<file path="src/hdl/fcr_pkg.sv">
// Shared types and constants for the floppy controller register front end.
`timescale 1ns / 1ps

package fcr_pkg;

  // Default geometry
  localparam int DRIVE_COUNT_DEF       = 4;
  localparam int TRACK_COUNT_DEF       = 77;
  localparam int SECTORS_PER_TRACK_DEF = 26;

  // Fixed field widths
  localparam int DATA_W   = 8;
  localparam int DRIVE_W  = 2;
  localparam int INDEX_W  = 11;
  localparam int ADDR_W   = 16;
  localparam int MASK_W   = 4;
  localparam int CFG_IDX_W = 1;

  // Bus operation codes
  typedef enum logic [1:0] {
    OP_ADDR_LO = 2'd0,
    OP_ADDR_HI = 2'd1,
    OP_COMMAND = 2'd2,
    OP_STATUS  = 2'd3
  } op_t;

  // Configuration register indexes
  localparam logic [CFG_IDX_W-1:0] CFG_PRESENT  = 1'b0;
  localparam logic [CFG_IDX_W-1:0] CFG_WRITABLE = 1'b1;

  // Command byte bit positions
  localparam int CMD_CLEAR   = 0;
  localparam int CMD_PULSE   = 1;
  localparam int CMD_DIR_IN  = 2;
  localparam int CMD_SELECT  = 3;
  localparam int CMD_DRV_LO  = 4;
  localparam int CMD_DRV_HI  = 5;
  localparam int CMD_RD      = 6;
  localparam int CMD_WR      = 7;

  // Status byte bit positions
  localparam int ST_INOP       = 0;
  localparam int ST_STEP_RDY   = 1;
  localparam int ST_TRACK0     = 2;
  localparam int ST_IO_DONE    = 3;
  localparam int ST_TRACK_FLT  = 4;
  localparam int ST_NOT_READY  = 7;

  // One result item
  typedef struct packed {
    logic [DATA_W-1:0]  read_data;
    logic               start;
    logic               write;
    logic [DRIVE_W-1:0] drive;
    logic [INDEX_W-1:0] index;
    logic [ADDR_W-1:0]  address;
  } result_t;

endpackage

</file>
<file path="src/hdl/fcr_core.sv">
// Controller state and per-access command, step, validate and status logic.
`timescale 1ns / 1ps

module fcr_core #(
  parameter int DRIVE_COUNT       = fcr_pkg::DRIVE_COUNT_DEF,
  parameter int TRACK_COUNT       = fcr_pkg::TRACK_COUNT_DEF,
  parameter int SECTORS_PER_TRACK = fcr_pkg::SECTORS_PER_TRACK_DEF
) (
  input  logic                        clk,
  input  logic                        rst,
  input  logic                        fire,
  input  fcr_pkg::op_t                op,
  input  logic [fcr_pkg::DATA_W-1:0]  data,
  input  logic [fcr_pkg::DATA_W-1:0]  trk,
  input  logic [fcr_pkg::DATA_W-1:0]  sec,
  input  logic [fcr_pkg::MASK_W-1:0]  present_mask,
  input  logic [fcr_pkg::MASK_W-1:0]  writable_mask,
  output fcr_pkg::result_t            result
);

  localparam int TRACK_W = (TRACK_COUNT > 2) ? $clog2(TRACK_COUNT) : 1;
  localparam int PROD_W  = 2 * fcr_pkg::DATA_W + 1;

  // State
  logic [TRACK_W-1:0]          head_track [DRIVE_COUNT];
  logic [TRACK_W-1:0]          head_track_next [DRIVE_COUNT];
  logic [fcr_pkg::DRIVE_W-1:0] chosen_drive, chosen_drive_next;
  logic [fcr_pkg::ADDR_W-1:0]  buffer_base, buffer_base_next;
  logic last_step_bit, last_step_bit_next;
  logic track_fault, track_fault_next;
  logic io_done, io_done_next;
  logic head_off, head_off_next;
  logic inoperative, inoperative_next;

  // Combinational work variables
  logic [TRACK_W-1:0]          cur_trk;
  logic [TRACK_W-1:0]          new_trk;
  logic [fcr_pkg::DRIVE_W-1:0] drv;
  logic                        cur_valid;
  logic                        new_valid;
  logic                        new_ready;
  logic                        is_write;
  logic                        step_edge;
  logic [PROD_W-1:0]           lin_sector;

  // Track of the currently selected drive, for status
  always_comb begin
    cur_trk = '0;
    for (int i = 0; i < DRIVE_COUNT; i++) begin
      if (chosen_drive == fcr_pkg::DRIVE_W'(i)) begin
        cur_trk = head_track[i];
      end
    end
  end

  assign cur_valid = ({1'b0, chosen_drive} < 3'(DRIVE_COUNT));

  // Next state and result for one access
  always_comb begin
    head_track_next    = head_track;
    chosen_drive_next  = chosen_drive;
    buffer_base_next   = buffer_base;
    last_step_bit_next = last_step_bit;
    track_fault_next   = track_fault;
    io_done_next       = io_done;
    head_off_next      = head_off;
    inoperative_next   = inoperative;
    result             = '0;
    drv                = chosen_drive;
    new_trk            = '0;
    new_valid          = 1'b0;
    new_ready          = 1'b0;
    is_write           = 1'b0;
    step_edge          = 1'b0;
    lin_sector         = PROD_W'(trk) * PROD_W'(SECTORS_PER_TRACK) + PROD_W'(sec)
                         - PROD_W'(1);

    unique case (op)
      fcr_pkg::OP_ADDR_LO: begin
        buffer_base_next = {buffer_base[fcr_pkg::ADDR_W-1:fcr_pkg::DATA_W], data};
      end
      fcr_pkg::OP_ADDR_HI: begin
        buffer_base_next = {data, buffer_base[fcr_pkg::DATA_W-1:0]};
      end
      fcr_pkg::OP_STATUS: begin
        result.read_data[fcr_pkg::ST_STEP_RDY]  = 1'b1;
        result.read_data[fcr_pkg::ST_TRACK_FLT] = track_fault;
        result.read_data[fcr_pkg::ST_INOP]      = inoperative;
        result.read_data[fcr_pkg::ST_TRACK0]    = cur_valid && (cur_trk == '0);
        result.read_data[fcr_pkg::ST_IO_DONE]   = io_done;
        result.read_data[fcr_pkg::ST_NOT_READY] =
          head_off || !(cur_valid && present_mask[chosen_drive]);
      end
      fcr_pkg::OP_COMMAND: begin
        // Clear flags
        if (data[fcr_pkg::CMD_CLEAR]) begin
          inoperative_next = 1'b0;
          track_fault_next = 1'b0;
        end
        // Drive select; a change unloads the head
        if (data[fcr_pkg::CMD_SELECT]) begin
          drv = data[fcr_pkg::CMD_DRV_HI:fcr_pkg::CMD_DRV_LO];
          if (drv != chosen_drive) begin
            head_off_next = 1'b1;
          end
        end
        chosen_drive_next = drv;
        new_valid = ({1'b0, drv} < 3'(DRIVE_COUNT));
        new_ready = new_valid && present_mask[drv];
        for (int i = 0; i < DRIVE_COUNT; i++) begin
          if (drv == fcr_pkg::DRIVE_W'(i)) begin
            new_trk = head_track[i];
          end
        end
        // Step on a rising STEP edge, saturating at both ends
        step_edge = data[fcr_pkg::CMD_PULSE] && !last_step_bit;
        if (step_edge) begin
          io_done_next = 1'b0;
          if (data[fcr_pkg::CMD_DIR_IN]) begin
            if (new_trk < TRACK_W'(TRACK_COUNT - 1)) begin
              new_trk = new_trk + TRACK_W'(1);
            end
          end else if (new_trk != '0) begin
            new_trk = new_trk - TRACK_W'(1);
          end
          for (int i = 0; i < DRIVE_COUNT; i++) begin
            if (drv == fcr_pkg::DRIVE_W'(i)) begin
              head_track_next[i] = new_trk;
            end
          end
        end
        // Read or write validation, read first
        if (data[fcr_pkg::CMD_RD] || data[fcr_pkg::CMD_WR]) begin
          is_write         = !data[fcr_pkg::CMD_RD];
          io_done_next     = 1'b0;
          track_fault_next = 1'b0;
          inoperative_next = 1'b0;
          if (!new_ready || (is_write && !writable_mask[drv])) begin
            inoperative_next = 1'b1;
            head_off_next    = 1'b1;
          end else begin
            head_off_next = 1'b0;
            if (trk >= fcr_pkg::DATA_W'(TRACK_COUNT) ||
                trk != fcr_pkg::DATA_W'(new_trk)) begin
              track_fault_next = 1'b1;
              io_done_next     = 1'b1;
            end else if (sec == '0 ||
                         sec > fcr_pkg::DATA_W'(SECTORS_PER_TRACK)) begin
              head_off_next = 1'b1;
            end else begin
              io_done_next   = 1'b1;
              result.start   = 1'b1;
              result.write   = is_write;
              result.drive   = drv;
              result.index   = lin_sector[fcr_pkg::INDEX_W-1:0];
              result.address = buffer_base;
            end
          end
        end
        last_step_bit_next = data[fcr_pkg::CMD_PULSE];
      end
      default: begin
      end
    endcase
  end

  // State registers, updated once per executed access
  always_ff @(posedge clk) begin
    if (rst) begin
      for (int i = 0; i < DRIVE_COUNT; i++) begin
        head_track[i] <= '0;
      end
      chosen_drive  <= '0;
      buffer_base   <= '0;
      last_step_bit <= 1'b0;
      track_fault   <= 1'b0;
      io_done       <= 1'b0;
      head_off      <= 1'b1;
      inoperative   <= 1'b0;
    end else if (fire) begin
      head_track    <= head_track_next;
      chosen_drive  <= chosen_drive_next;
      buffer_base   <= buffer_base_next;
      last_step_bit <= last_step_bit_next;
      track_fault   <= track_fault_next;
      io_done       <= io_done_next;
      head_off      <= head_off_next;
      inoperative   <= inoperative_next;
    end
  end

endmodule

</file>
<file path="src/hdl/floppy_controller_registers_top.sv">
// Top level: input register, configuration registers, core and output register.
//
//   channel | handshake             | payload
//   --------+-----------------------+-----------------------------------------------------
//   in      | in_valid / in_stall   | operation, bus_data, buffer_track, buffer_sector
//   out     | out_valid / out_stall | read_data, transfer_*, sector_index, buffer_address
//   cfg     | cfg_write (no wait)   | cfg_index, cfg_data
//
// One access per cycle while the output does not stall. An access taken into the input
// register executes as it leaves it, updating the core state and loading the output
// register, from which its result transfers out; back-to-back accesses see each other.
// Synchronous active-high reset clears all control state and the masks, but marks the head unloaded.
// A stall on the output holds both stages; in_stall is high only while the input
// register is full and the output register cannot move on.
`timescale 1ns / 1ps

module floppy_controller_registers_top #(
  parameter int DRIVE_COUNT       = fcr_pkg::DRIVE_COUNT_DEF,
  parameter int TRACK_COUNT       = fcr_pkg::TRACK_COUNT_DEF,
  parameter int SECTORS_PER_TRACK = fcr_pkg::SECTORS_PER_TRACK_DEF
) (
  input  logic                           clk,
  input  logic                           rst,
  // Configuration
  input  logic                           cfg_write,
  input  logic [fcr_pkg::CFG_IDX_W-1:0]  cfg_index,
  input  logic [fcr_pkg::MASK_W-1:0]     cfg_data,
  // Input channel
  input  logic                           in_valid,
  output logic                           in_stall,
  input  logic [1:0]                     operation,
  input  logic [fcr_pkg::DATA_W-1:0]     bus_data,
  input  logic [fcr_pkg::DATA_W-1:0]     buffer_track,
  input  logic [fcr_pkg::DATA_W-1:0]     buffer_sector,
  // Output channel
  output logic                           out_valid,
  input  logic                           out_stall,
  output logic [fcr_pkg::DATA_W-1:0]     read_data,
  output logic                           transfer_start,
  output logic                           transfer_write,
  output logic [fcr_pkg::DRIVE_W-1:0]    transfer_drive,
  output logic [fcr_pkg::INDEX_W-1:0]    sector_index,
  output logic [fcr_pkg::ADDR_W-1:0]     buffer_address
);

  logic [fcr_pkg::MASK_W-1:0] drive_present_mask;
  logic [fcr_pkg::MASK_W-1:0] drive_writable_mask;

  logic                       s1_valid;
  fcr_pkg::op_t               s1_op;
  logic [fcr_pkg::DATA_W-1:0] s1_data;
  logic [fcr_pkg::DATA_W-1:0] s1_trk;
  logic [fcr_pkg::DATA_W-1:0] s1_sec;

  logic             advance;
  logic             fire;
  fcr_pkg::result_t core_result;
  fcr_pkg::result_t out_reg;

  // Configuration registers
  always_ff @(posedge clk) begin
    if (rst) begin
      drive_present_mask  <= '0;
      drive_writable_mask <= '0;
    end else if (cfg_write) begin
      unique case (cfg_index)
        fcr_pkg::CFG_PRESENT:  drive_present_mask  <= cfg_data;
        fcr_pkg::CFG_WRITABLE: drive_writable_mask <= cfg_data;
        default: begin
        end
      endcase
    end
  end

  // Pipeline flow control
  assign advance  = !out_valid || !out_stall;
  assign fire     = s1_valid && advance;
  assign in_stall = s1_valid && !advance;

  // Input register
  always_ff @(posedge clk) begin
    if (rst) begin
      s1_valid <= 1'b0;
    end else if (!in_stall) begin
      s1_valid <= in_valid;
    end
  end

  always_ff @(posedge clk) begin
    if (in_valid && !in_stall) begin
      s1_op   <= fcr_pkg::op_t'(operation);
      s1_data <= bus_data;
      s1_trk  <= buffer_track;
      s1_sec  <= buffer_sector;
    end
  end

  fcr_core #(
    .DRIVE_COUNT       (DRIVE_COUNT),
    .TRACK_COUNT       (TRACK_COUNT),
    .SECTORS_PER_TRACK (SECTORS_PER_TRACK)
  ) u_core (
    .clk           (clk),
    .rst           (rst),
    .fire          (fire),
    .op            (s1_op),
    .data          (s1_data),
    .trk           (s1_trk),
    .sec           (s1_sec),
    .present_mask  (drive_present_mask),
    .writable_mask (drive_writable_mask),
    .result        (core_result)
  );

  // Output register
  always_ff @(posedge clk) begin
    if (rst) begin
      out_valid <= 1'b0;
    end else if (advance) begin
      out_valid <= s1_valid;
    end
  end

  always_ff @(posedge clk) begin
    if (fire) begin
      out_reg <= core_result;
    end
  end

  assign read_data      = out_reg.read_data;
  assign transfer_start = out_reg.start;
  assign transfer_write = out_reg.write;
  assign transfer_drive = out_reg.drive;
  assign sector_index   = out_reg.index;
  assign buffer_address = out_reg.address;

endmodule

</file>
<file path="config.mk">
export PLATFORM = sky130hd
export DESIGN_NAME = floppy_controller_registers_top
export DESIGN_NICKNAME = d
export VERILOG_FILES = /design/src/hdl/fcr_pkg.sv /design/src/hdl/fcr_core.sv /design/src/hdl/floppy_controller_registers_top.sv
export SDC_FILE = /design/constraint.sdc
export NUM_CORES = 1
export LEC_CHECK = 0
export ABC_AREA = 1
export BUFFER_PORTS_ARGS = -buffer_cell sky130_fd_sc_hd__buf_2
export CAP_MARGIN = 20
export CORE_ASPECT_RATIO = 2
export CORE_MARGIN = 1
export CORE_UTILIZATION = 30
export DETAILED_ROUTE_END_ITERATION = 8
export PLACE_DENSITY_LB_ADDON = 0.25
export SETUP_SLACK_MARGIN = 0.15
export SYNTH_ARGS = -nofsm -noshare
export SYNTH_HDL_FRONTEND = slang
export SYNTH_SLANG_ARGS = --single-unit
</file>
<file path="constraint.sdc">
create_clock -name clk -period 4.5 [get_ports clk]
set_input_delay 0.675 -clock clk [delete_from_list [all_inputs] [get_ports clk]]
set_output_delay 0.675 -clock clk [all_outputs]
set_load 0.02 [all_outputs]
</file>
* Word level (Yosys, flattened, before mapping)
Cells that the tools add are included.
** Word-level totals
- Register bits :: 124
- Input port bits :: 36
** Operators by class
- Magnitude comparators :: 5
- Add/sub/neg operators :: 4
- Bitwise logic cells :: 5
- Eq/ne operators :: 11
- Reduce and logical (&&, ||, !) cells :: 44
- Muxes and demuxes :: 42
- Multiply operators :: 1
** Operators with widths (count)
- $mux W7 :: 14
- $pmux W16 S2 :: 1
- $mux W31 :: 1
- $mux W1 :: 20
- $reduce_and A4 Y1 :: 5
- $eq A2 B2 Y1 const B :: 6
- $reduce_and A3 Y1 :: 4
- $add A11 B8 Y11 :: 1
- $sub A11 B1 Y11 const B :: 1
- $mul A8 B4 Y10 const B :: 1
- $logic_not A1 Y1 :: 9
- $ge A8 B7 Y1 const B :: 1
- $gt A8 B5 Y1 const B :: 1
- $logic_not A8 Y1 :: 1
- $ne A8 B7 Y1 :: 1
- $reduce_bool A2 Y1 :: 4
- $add A7 B1 Y7 const B :: 1
- $logic_not A7 Y1 :: 1
- $lt A7 B7 Y1 const B :: 1
- $reduce_bool A7 Y1 :: 1
- $sub A7 B1 Y7 const B :: 1
- $bmux W1 S2 :: 3
- $eq A2 B1 Y1 const B :: 3
- $logic_not A2 Y1 :: 3
- 9 further kinds :: 27

* Depth between registers and ports, before layout
Gate-level depths: netlist (run 1).
- Depth after elaboration :: 18
- Depth in mapped cells :: 25

* Hierarchy
From an unflattened synthesis (run 1), not the netlist that was laid out.
** Unflattened totals
- Cell total of the unflattened synthesis :: 836
- Area, all modules :: 6950.4 um2
** Modules (own cells, without submodules)
- fcr_core :: instances 1, area an instance 4591.9 um2, cells an instance 713, sequential area each 1021.0 um2
- floppy_controller_registers_top :: instances 1, area an instance 2358.5 um2, cells an instance 123, sequential area each 2152.1 um2

* Worst setup path after synthesis (run 1)
OpenSTA, ideal clock, no wires.
- Path type :: register to register
- From :: reg s1_trk[2] in the netlist's numbering
- To :: reg out_reg, in the netlist sector_index[10], data pin
- Library setup time :: 140 ps
- Cell stages (with the launch flop) :: 20
- Arrival time :: 3706 ps
- Path buffers :: 0
- Slack :: 654 ps
- Required time :: 4360 ps
- Clock period less this slack :: 3846 ps
- Cell sequence :: edfxtp_1 -> ha_1 -> inv_1 -> fa_1 -> fa_1 -> ha_1 -> inv_1 -> ha_1 -> a21oi_1 -> o21ai_0 -> a21oi_1 -> inv_1 -> a21oi_1 -> o21bai_1 -> nand2_1 -> nand2_1 -> a21oi_1 -> xor2_1 -> or2_2 -> a21oi_2
** On the way
- Word-level cells in the longest chain between the ends :: 3
** RTL lines
- from (decl) :: line floppy_controller_registers_top.sv:52 : logic [fcr_pkg::DATA_W-1:0] s1_trk;
- from (signal assigned) :: line floppy_controller_registers_top.sv:93 : s1_trk <= buffer_track;
- $mul A8 B4 Y10, or another cell as far along :: line fcr_core.sv:75 : lin_sector = PROD_W'(trk) * PROD_W'(SECTORS_PER_TRACK) + PROD_W'(sec)
- $add A11 B8 Y11 or $logic_or A1 B1 Y1 (tied branches) :: line fcr_core.sv:75, fcr_core.sv:143
- $sub A11 B1 Y11 or $reduce_or A5 Y1 (tied branches)
- to (signal assigned) :: line floppy_controller_registers_top.sv:126 : out_reg <= core_result;
- to (decl) :: line floppy_controller_registers_top.sv:58 : fcr_pkg::result_t out_reg;
Parallel ways exist; a longest one is shown, timed or not.
A chain may end at the register's enable or synchronous reset.

* Worst setup path in the final report (run 1)
- From :: reg s1_trk[0] in the netlist's numbering
- To :: reg out_reg, in the netlist sector_index[10], data pin
The elaborated chain is that of the path after synthesis.

==> results_dict.tcl, run 1 <==
set metrics [dict create \
    status "complete, no violations" \
    htree_levels 4 \
    min_period_ps 4130 \
    pin_count 77 \
    multi_input_area_mm2 0.00308 \
    place_hpwl_mm 14.4 \
    internal-power_w 0.00231 \
    yosys-top-cells-area "edfxtp_1, dfxtp_1, inv_1" \
    power.density_mw_per_mm2 399 \
    synth_ff_type "edfxtp_1" \
    synthToLayoutAreaGrowth_pct 19.6 \
    viasPerCell 4.73 \
    initial_core_util 0.306 \
    net-switching-power_w 0.00100 \
    holdWs_ps 416 \
    cp.required_ps 4790 \
    path_clk_slew_ps 60 \
    antenna_cells 0 \
    grt_overflow_total 0 \
    core_mm2 0.0226 \
    cts_tree "done" \
    rsz0062_at_grt "false" \
    critPathLaunchType "flip-flop" \
    max_freq_mhz 242 \
    ys_async_sr_fraction 0 \
    first_pass_iters 5 \
    synth.yosys.seq_area_share 0.449 \
    hp-class "in2reg" \
    power_frac_comb 0.208 \
    synth_area_leader_cell "edfxtp_1" \
    grt_pass1_vias 5830 \
    antenna_found_initial 0 \
    p_leak_nw 3.85 \
    drive_gt1_frac 0.187 \
    syn-instance-count 846 \
    port_buffers 74 \
    die_height_um 217 \
    gp_congestion 0.921 \
    clkLatencyLatePin_ps 430 \
    drtAntennaViolNets 0 \
    grtUsageTotal 0.165 \
    drtIter0Drc 283 \
    synth_area_mm2 0.00694 \
    maxCapViolCount 0 \
    critical_path_class "reg2reg" \
    design.die.area_mm2 0.0238 \
    grt_max_degree 38 \
    vias 5822 \
    slew_viol_final 0 \
    synth_top_area_share 0.273 \
    die_w_um 110 \
    yosysWarnings 0 \
    worst_setup_path_end_kind "flip-flop" \
    switching_share 0.302 \
    setup_violations 0 \
    hold_viol 0 \
    p_clk_frac 0.413 \
    rrSetupSlack_ps 370 \
    grt_pass1_wl_mm 28.8 \
    avgSynthCellArea_um2 8.20 \
    cts_buffers 17 \
    register_area_mm2 0.00311 \
    crit_path_max_fanout 4 \
    power_frac_seq 0.379 \
    min_period_over_period 0.919 \
    crit_arrival_ps 4420 \
    drc 0 \
    wl_per_cell_um 14.8 \
    row_count 78 \
    num-fill-cells 2367 \
    yosysUniqueCellTypes 41 \
    cts-root-buf "clkbuf_16" \
    ys_ff_latch 124 \
    wl_mm 18.3 \
    fin_skew_ps 7.52 \
    cts_num_sinks 124 \
    tightestPinTransition_ps 1010 \
    fin_tns_setup_ps 0 \
    cts_max_path_buffers 2 \
    relSlewSlack 0.329 \
    peakVddDrop_v 0.000269 \
    synth-edff-count 63 \
    finalNetCount 1019 \
]
[cell usage after synthesis, types with 3 or more instances]
cell type / n
dfxtp_1: 61
nand3_2: 4
buf_6: 5
ha_1: 38
fa_1: 6
a21oi_1: 63
xor2_1: 9
nand4_4: 3
xnor2_1: 4
clkbuf_1: 9
nor2_1: 66
nand2_2: 9
inv_1: 161
nor3_1: 7
o211ai_1: 4
nor4_1: 4
nor2_2: 23
buf_2: 4
o21ai_0: 63
nand3_1: 67
edfxtp_1: 63
nand4_1: 8
a21oi_2: 4
o31ai_1: 3
buf_4: 4
nand2_1: 134
[state kept, by name, summed over array words and instances (netlist names)]
name / flops
s1_valid: 1
transfer_drive: 2
u_core.last_step_bit: 1
u_core.chosen_drive: 2
u_core.buffer_base: 16
u_core.head_off: 1
read_data: 6
transfer_start: 1
s1_sec: 8
u_core.head_track: 28
out_valid: 1
u_core.io_done: 1
s1_op: 2
sector_index: 11
transfer_write: 1
s1_data: 8
drive_writable_mask: 4
u_core.inoperative: 1
s1_trk: 8
buffer_address: 16
u_core.track_fault: 1
drive_present_mask: 4
[worst paths after layout]
| path | from | end | cells past startpoint |
|---|---|---|---|
| max reg2reg | s1_trk[0] | sector_index[10] | 20 |
| min reg2reg | u_core.buffer_base[0] | u_core.buffer_base[0] | 2 |
| max | s1_trk[0] | sector_index[10] | 20 |
| min | buffer_sector[7] | s1_sec[7] | 1 |
[cells by family after synthesis]
family | Yosys count | synth area share
AO/OA/AOI/OAI | 146 | 0.113
XOR/XNOR | 13 | 0.0164
adder cells (fa/ha/maj) | 44 | 0.0859
buffers and inverters | 185 | 0.108
flip-flops | 124 | 0.449
other | 1 | 0.000541
AND/OR/NAND/NOR | 333 | 0.227
[placed cells by master (no fill, tap or decap), types with 2 or more instances in the layout]
| master | netlist | final |
|---|---|---|
| ha_1 | 38 | 38 |
| conb_1 | 1 | 2 |
| dfxtp_1 | 61 | 61 |
| nand3_1 | 67 | 67 |
| nand4_2 | 2 | 2 |
| clkinv_2 | 0 | 2 |
| bufinv_16 | 0 | 2 |
| inv_2 | 2 | 4 |
| o211ai_1 | 4 | 4 |
| clkinvlp_4 | 0 | 3 |
| a21oi_1 | 63 | 63 |
| o21ai_0 | 63 | 63 |
| inv_6 | 0 | 4 |
| xnor2_1 | 4 | 4 |
| o21ai_1 | 2 | 2 |
| nor2_2 | 23 | 23 |
| nor2_1 | 66 | 66 |
| a22oi_1 | 2 | 2 |
| xor2_1 | 9 | 9 |
| nor2_4 | 2 | 2 |
| clkinv_4 | 0 | 2 |
| a21oi_2 | 4 | 4 |
| clkbuf_16 | 0 | 17 |
| nand4_1 | 8 | 8 |
| nand2_1 | 134 | 134 |
| o31ai_1 | 3 | 3 |
| nor3_1 | 7 | 7 |
| fa_1 | 6 | 6 |
| buf_2 | 4 | 74 |
| nand3_2 | 4 | 4 |
| nor4_1 | 4 | 4 |
| nand2_2 | 9 | 9 |
| inv_1 | 161 | 159 |
| buf_4 | 4 | 19 |
| edfxtp_1 | 63 | 63 |
| nand4_4 | 3 | 3 |
[routing by layer]
metal  wire, um  share of wire  GRT usage
met1       6140           0.34      0.145
met2      10200           0.56      0.312
met3        759          0.042     0.0368
met4       1190          0.065      0.124
met5          0              0          0
[power groups by stage]
stage          Combinational [W]  Clock, W  Sequential [W]
2_1_floorplan           0.000514         0         0.00128
6_report                0.000690   0.00137         0.00126
3_3_place_gp            0.000671         0         0.00128
5_1_grt                 0.000790   0.00144         0.00126
4_1_cts                 0.000689   0.00140         0.00126
3_5_place_dp            0.000683         0         0.00128
[cell type report]
class,instances,area share
flip-flops and latches,124,0.375
repair buffers,95,0.0676
inverters,163,0.0737
clock buffers,17,0.0513
clock inverters,15,0.0193
well taps,280,0.0422
multi-input cells,538,0.371
[metrics by stage]
| stage | setup WS (ps) | std cells | cell area (um^2) | power [W] | util |
|---|---|---|---|---|---|
| after floorplan | 654 | 847 | 6940 | 0.00180 | - |
| after global placement | 398 | 1194 | 7650 | 0.00195 | 0.338 |
| after detailed placement | 359 | 1195 | 7670 | 0.00196 | 0.339 |
| after CTS | 318 | 1227 | 8260 | 0.00334 | 0.365 |
| after global routing | 171 | 1232 | 8300 | 0.00349 | 0.366 |
| final | 365 | 1232 | 8300 | 0.00331 | 0.366 |
[repair_timing]
item | 4_1_cts | 5_1_grt
setup buffers | 0 | 5
endpoints found under the setup margin | 0 | 1
hold buffers | 0 | 0
resized for setup | 0 | 2
endpoints found under the hold margin | 0 | 0
[critical path, stage by stage, from the launching register on]
cell	delay, ps
edfxtp_1	450
buf_4	170
ha_1	180
inv_1	60
fa_1	450
fa_1	490
ha_1	280
inv_1	40
ha_1	340
a21oi_1	150
o21ai_0	90
a21oi_1	160
inv_1	80
a21oi_1	150
o21bai_1	100
nand2_1	80
nand2_1	50
a21oi_1	150
xor2_1	90
or2_2	290
a21oi_2	130
Note: power is estimated with default switching activity, not from simulation.
==> inputs of run 2 (changes only) <==
--- a/config.mk
+++ b/config.mk
@@ -12,7 +12,6 @@
 export CORE_MARGIN = 1
 export CORE_UTILIZATION = 30
 export DETAILED_ROUTE_END_ITERATION = 8
-export PLACE_DENSITY_LB_ADDON = 0.25
 export SETUP_SLACK_MARGIN = 0.15
 export SYNTH_ARGS = -nofsm -noshare
 export SYNTH_HDL_FRONTEND = slang
==> constraint.sdc (replaced) <==
create_clock -name clk -period 5.05 [get_ports clk]
set_input_delay 0.7575 -clock clk [delete_from_list [all_inputs] [get_ports clk]]
set_output_delay 0.7575 -clock clk [all_outputs]
set_load 0.02 [all_outputs]
==> results_dict.tcl, run 2 (synthesis results as in run 1) <==
set metrics [dict create \
    synthToLayoutAreaGrowth_pct 17.9 \
    crit_arrival_ps 4440 \
    grtUsageTotal 0.163 \
    power_frac_seq 0.381 \
    slowest_delay_ps 460 \
    worst_setup_path_end_kind "flip-flop" \
    cts-resized-gates 0 \
    pin_count 77 \
    multi_input_area_mm2 0.00308 \
    placedCellCount 1185 \
    status "complete, no violations" \
    path_delay_family "adder cells" \
    cpMostUsedCell "ha_1" \
    fin_cells 1218 \
    tightestPinTransition_ps 935 \
    wl_per_cell_um 14.9 \
    grt_pass1_wl_mm 28.3 \
    grt_use_met3 0.0329 \
    first_pass_iters 5 \
    htree_levels 4 \
    design.die.area_mm2 0.0238 \
    grt_pass1_vias 5576 \
    rsz0062_at_grt "false" \
    grtUsageMet2 0.312 \
    fin_tns_setup_ps 0 \
    place_hpwl_mm 14.3 \
    crit_path_max_fanout 5 \
    row_count 78 \
    internal-power_w 0.00206 \
    finalNetCount 1005 \
    relSlewSlack 0.376 \
    cts-root-buf "clkbuf_16" \
    regMostFlops "u_core.head_track" \
    critPathLaunchType "flip-flop" \
    clkLatencyLatePin_ps 430 \
    setup_violations 0 \
    cts_buffers 17 \
    peakVddDrop_v 0.000244 \
    maxCapViolCount 0 \
    die_height_um 217 \
    core_mm2 0.0226 \
    p_leak_nw 3.78 \
    hold_viol 0 \
    cp.required_ps 5320 \
    register_area_mm2 0.00311 \
    use_met1 0.145 \
    port_buffers 74 \
    p_clk_frac 0.416 \
    critical_path_class "reg2reg" \
    hold_buffers 0 \
    grt_overflow_total 0 \
    cp_cell_sequence "inv_1 > ha_1 > ha_1 > ha_1 > inv_1 > fa_1 > ha_1 > inv_1 > ha_1 > a21oi_1 > o21ai_0 > a21oi_1 > inv_1 > a21oi_1 > o21bai_1 > nand2_1 > nand2_1 > a21oi_1 > xor2_1 > or2_2 > a21oi_2" \
    slowest_stage "edfxtp_1" \
    num-fill-cells 2320 \
    layout.cells.most_common "inv_1" \
    initial_core_util 0.306 \
    crit_buf_inv 4 \
    vias 5810 \
    power_frac_comb 0.203 \
    antenna_cells 0 \
    cts_max_path_buffers 2 \
    path_clk_slew_ps 60 \
    gp_congestion 0.924 \
    switching_share 0.298 \
    hp-class "reg2reg" \
    final_cell_mix "inv_1, nand2_1, buf_2" \
    slew_viol_final 0 \
    viasPerCell 4.77 \
    drive_gt1_frac 0.171 \
    post_cts_buffers 0 \
    drc 0 \
    fin_skew_ps 10.6 \
    busiest_layer "met2" \
    min_period_ps 4170 \
    drtIter0Drc 299 \
    max_freq_mhz 240 \
    antenna_found_initial 0 \
    drtAntennaViolNets 0 \
    power.density_mw_per_mm2 360 \
    rrSetupSlack_ps 880 \
    wl_mm 18.2 \
    die_w_um 110 \
    cts_tree "done" \
    min_period_over_period 0.826 \
    net-switching-power_w 0.000877 \
    cts_num_sinks 124 \
    grt_max_degree 38 \
    largest_reg_flops 28 \
]
-- run 2: changes by cell type in the layout (fill, tap and decap cells not counted) --
cell	before	now
buf_12	1	0
buf_4	19	6
clkbuf_1	0	3
clkbuf_8	0	1
clkinv_1	1	0
clkinv_2	2	1
clkinv_4	2	1
inv_1	159	161
inv_2	4	2
inv_6	4	3
-- run 2: area by class of cell --
type	count	share of cell area
Clock buffer	21	0.0551
Tap cell	280	0.0428
Timing Repair Buffer	81	0.0542
Multi-Input combinational cell	538	0.376
Sequential cell	124	0.381
Clock inverter	11	0.0164
Inverter	163	0.0748
-- run 2: metrics by stage --
stage / hold slack [ps] / utilization / area [um^2] / total power [W] / setup WS (ps)
finish: 462 / 0.361 / 8180 / 0.00294 / 877
detailed placement: 452 / 0.334 / 7570 / 0.00174 / 840
global placement: 446 / 0.334 / 7570 / 0.00173 / 927
global route: 477 / 0.361 / 8180 / 0.00309 / 592
floorplan: 430 / - / 6940 / 0.00160 / 1200
CTS: 462 / 0.360 / 8150 / 0.00296 / 828
-- run 2: path summary, 6_finish.rpt --
path | cells past startpoint | to | startpoint
setup / recovery | 21 | sector_index[10] | s1_trk[0]
hold / removal | 2 | u_core.buffer_base[0] | u_core.buffer_base[0]
setup reg to reg | 21 | sector_index[10] | s1_trk[0]
hold reg to reg | 2 | u_core.buffer_base[0] | u_core.buffer_base[0]
-- run 2: power by group through the flow --
stage	sequential, W	clock [W]	combinational, W
6_report	0.00112	0.00122	0.000597
5_1_grt	0.00112	0.00128	0.000684
4_1_cts	0.00112	0.00124	0.000600
3_5_place_dp	0.00114	0	0.000595
3_3_place_gp	0.00114	0	0.000582
2_1_floorplan	0.00114	0	0.000458
-- run 2: layer usage --
| layer | up-vias | wire length [um] | share of wire |
|---|---|---|---|
| li1 | 2913 | - | - |
| met3 | 62 | 606 | 0.033 |
| met1 | 2662 | 6210 | 0.34 |
| met4 | 0 | 1050 | 0.058 |
| met5 | - | 0 | 0 |
| met2 | 173 | 10300 | 0.57 |
-- run 2: worst min-delay path, stage by stage, from the launching register on --
cell and delay, ps:
dfxtp_1 290, inv_1 60, a21oi_1 60
==> inputs of run 3 (changes only) <==
==> constraint.sdc (replaced) <==
create_clock -name clk -period 4.2 [get_ports clk]
set_input_delay 0.63 -clock clk [delete_from_list [all_inputs] [get_ports clk]]
set_output_delay 0.63 -clock clk [all_outputs]
set_load 0.02 [all_outputs]
==> results_dict.tcl, run 3 (synthesis results as in run 1) <==
set metrics [dict create \
    drtAntennaViolNets 0 \
    p_leak_nw 3.86 \
    max_freq_mhz 252 \
    cts_max_path_buffers 2 \
    grtUsageMet2 0.307 \
    wl_mm 17.5 \
    critPathCapture "sector_index[10]" \
    grt_overflow_total 0 \
    die_height_um 217 \
    htree_levels 4 \
    slew_viol_final 0 \
    fin_skew_ps 7.96 \
    initial_core_util 0.306 \
    row_count 78 \
    grt_use_met3 0.0282 \
    place_hpwl_mm 13.8 \
    ff2ff_path_depth 19 \
    critPathLaunchType "flip-flop" \
    hold_buffers 0 \
    fin_tns_setup_ps 0 \
    cp.required_ps 4380 \
    drive_gt1_frac 0.193 \
    crit_path_max_fanout 4 \
    vias 5787 \
    setup_violations 0 \
    viasPerCell 4.70 \
    rsz0062_at_grt "true" \
    design.die.area_mm2 0.0238 \
    peakVddDrop_v 0.000305 \
    relSlewSlack 0.372 \
    worst_setup_path_end_kind "flip-flop" \
    cts-root-buf "clkbuf_16" \
    cts_tree "done" \
    tightestPinTransition_ps 940 \
    r2r-end "sector_index[10]" \
    path_clk_slew_ps 60 \
    rrSetupSlack_ps 230 \
    regMostFlops "u_core.head_track" \
    final_cell_mix "inv_1, nand2_1, buf_2" \
    pin_count 77 \
    grt_pass1_vias 5750 \
    clkLatencyLatePin_ps 430 \
    die_w_um 110 \
    power.density_mw_per_mm2 438 \
    busiest_layer "met2" \
    startpoint "s1_trk[1]" \
    grtUsageTotal 0.155 \
    status "complete, no violations" \
    drtIter0Drc 291 \
    largest_reg_flops 28 \
    hp-class "in2reg" \
    dp_worst_setup_slack_ps 58.5 \
    setup_ws_ps 232 \
    crit_arrival_ps 4140 \
    use_met1 0.132 \
    critical_path_class "reg2reg" \
    port_buffers 74 \
    layout.cells.most_common "inv_1" \
    grt_pass1_wl_mm 27.5 \
    first_pass_iters 5 \
    final_util 0.368 \
    drc 0 \
    core_mm2 0.0226 \
    gp_congestion 0.913 \
    cts_num_sinks 124 \
    maxCapViolCount 0 \
    power_w 0.00365 \
    antenna_found_initial 0 \
    hold_viol 0 \
    worstHoldPathCells 1 \
    finalNetCount 1018 \
    reg2reg_from "s1_trk[1]" \
    grt_max_degree 39 \
    min_period_ps 3970 \
    min_period_over_period 0.945 \
    antenna_cells 0 \
    cts_buffers 17 \
    synthToLayoutAreaGrowth_pct 20.1 \
    holdWs_ps 372 \
    wl_per_cell_um 14.2 \
]
[run 3: cell count changes in the layout (fill, tap and decap cells not counted), moves of 2 or more]
cell,previous run,this run
a21oi_2,4,7
buf_4,6,19
clkbuf_1,3,1
inv_1,161,157
inv_2,2,6
inv_6,3,5
clkinvlp_4,3,1
clkinv_4,1,4
a21oi_1,63,60
[run 3: layer usage]
| metal | routed length (um) | share of wire | vias up |
|---|---|---|---|
| li1 | - | - | 2941 |
| met1 | 5920 | 0.34 | 2659 |
| met2 | 9900 | 0.57 | 128 |
| met3 | 586 | 0.033 | 59 |
| met4 | 1090 | 0.062 | 0 |
| met5 | 0 | 0 | - |
[run 3: how the worst min path moves through the flow]
stage / start / end / slack, ps
2_1_floorplan: u_core.buffer_base[0] / u_core.buffer_base[0] / 430
3_3_place_gp: u_core.buffer_base[0] / u_core.buffer_base[0] / 450
3_5_place_dp: u_core.buffer_base[14] / u_core.buffer_base[14] / 450
4_1_cts: bus_data[5] / s1_data[5] / 360
5_1_grt: bus_data[5] / s1_data[5] / 360
6_report: buffer_track[6] / s1_trk[6] / 370
[run 3: stage by stage]
stage / std cells / cell area (um^2)
global route: 1231 / 8330
global placement: 1196 / 7650
detailed placement: 1196 / 7650
CTS: 1230 / 8290
floorplan: 847 / 6940
finish: 1231 / 8330
[run 3: critical path, stage by stage (launching register included)]
cell and delay, ps:
edfxtp_1 450, ha_1 320, inv_2 40, fa_1 540, fa_1 430, ha_1 310
inv_2 70, ha_4 210, a21oi_2 100, o21ai_1 60, a21oi_1 160, inv_1 90
a21oi_2 140, o21bai_1 100, nand2_1 90, nand2_1 70, a21oi_2 150, xor2_1 190
or2_4 150, a21oi_2 40
[run 3: power breakdown]
| group | switching (W) | total (W) | internal (W) |
|---|---|---|---|
| clock | 0.000578 | 0.00152 | 0.000943 |
| combinational | 0.000473 | 0.000777 | 0.000304 |
| sequential | 0.0000297 | 0.00135 | 0.00132 |
| total | 0.00108 | 0.00365 | 0.00256 |
[run 3: what timing repair did]
item	CTS	global route
setup buffers	2	0
setup endpoints to repair	1	6
hold endpoints to repair	0	0
pin swaps	1	13
gates resized for setup	2	9
[run 3: area by class of cell]
| type | instances | area (um^2) |
|---|---|---|
| clock inverters | 14 | 181 |
| flip-flops and latches | 124 | 3110 |
| well taps | 280 | 350 |
| repair buffers | 94 | 541 |
| inverters | 163 | 612 |
| clock buffers | 18 | 429 |
| fillers | 2334 | 14300 |
| multi-input cells | 538 | 3100 |
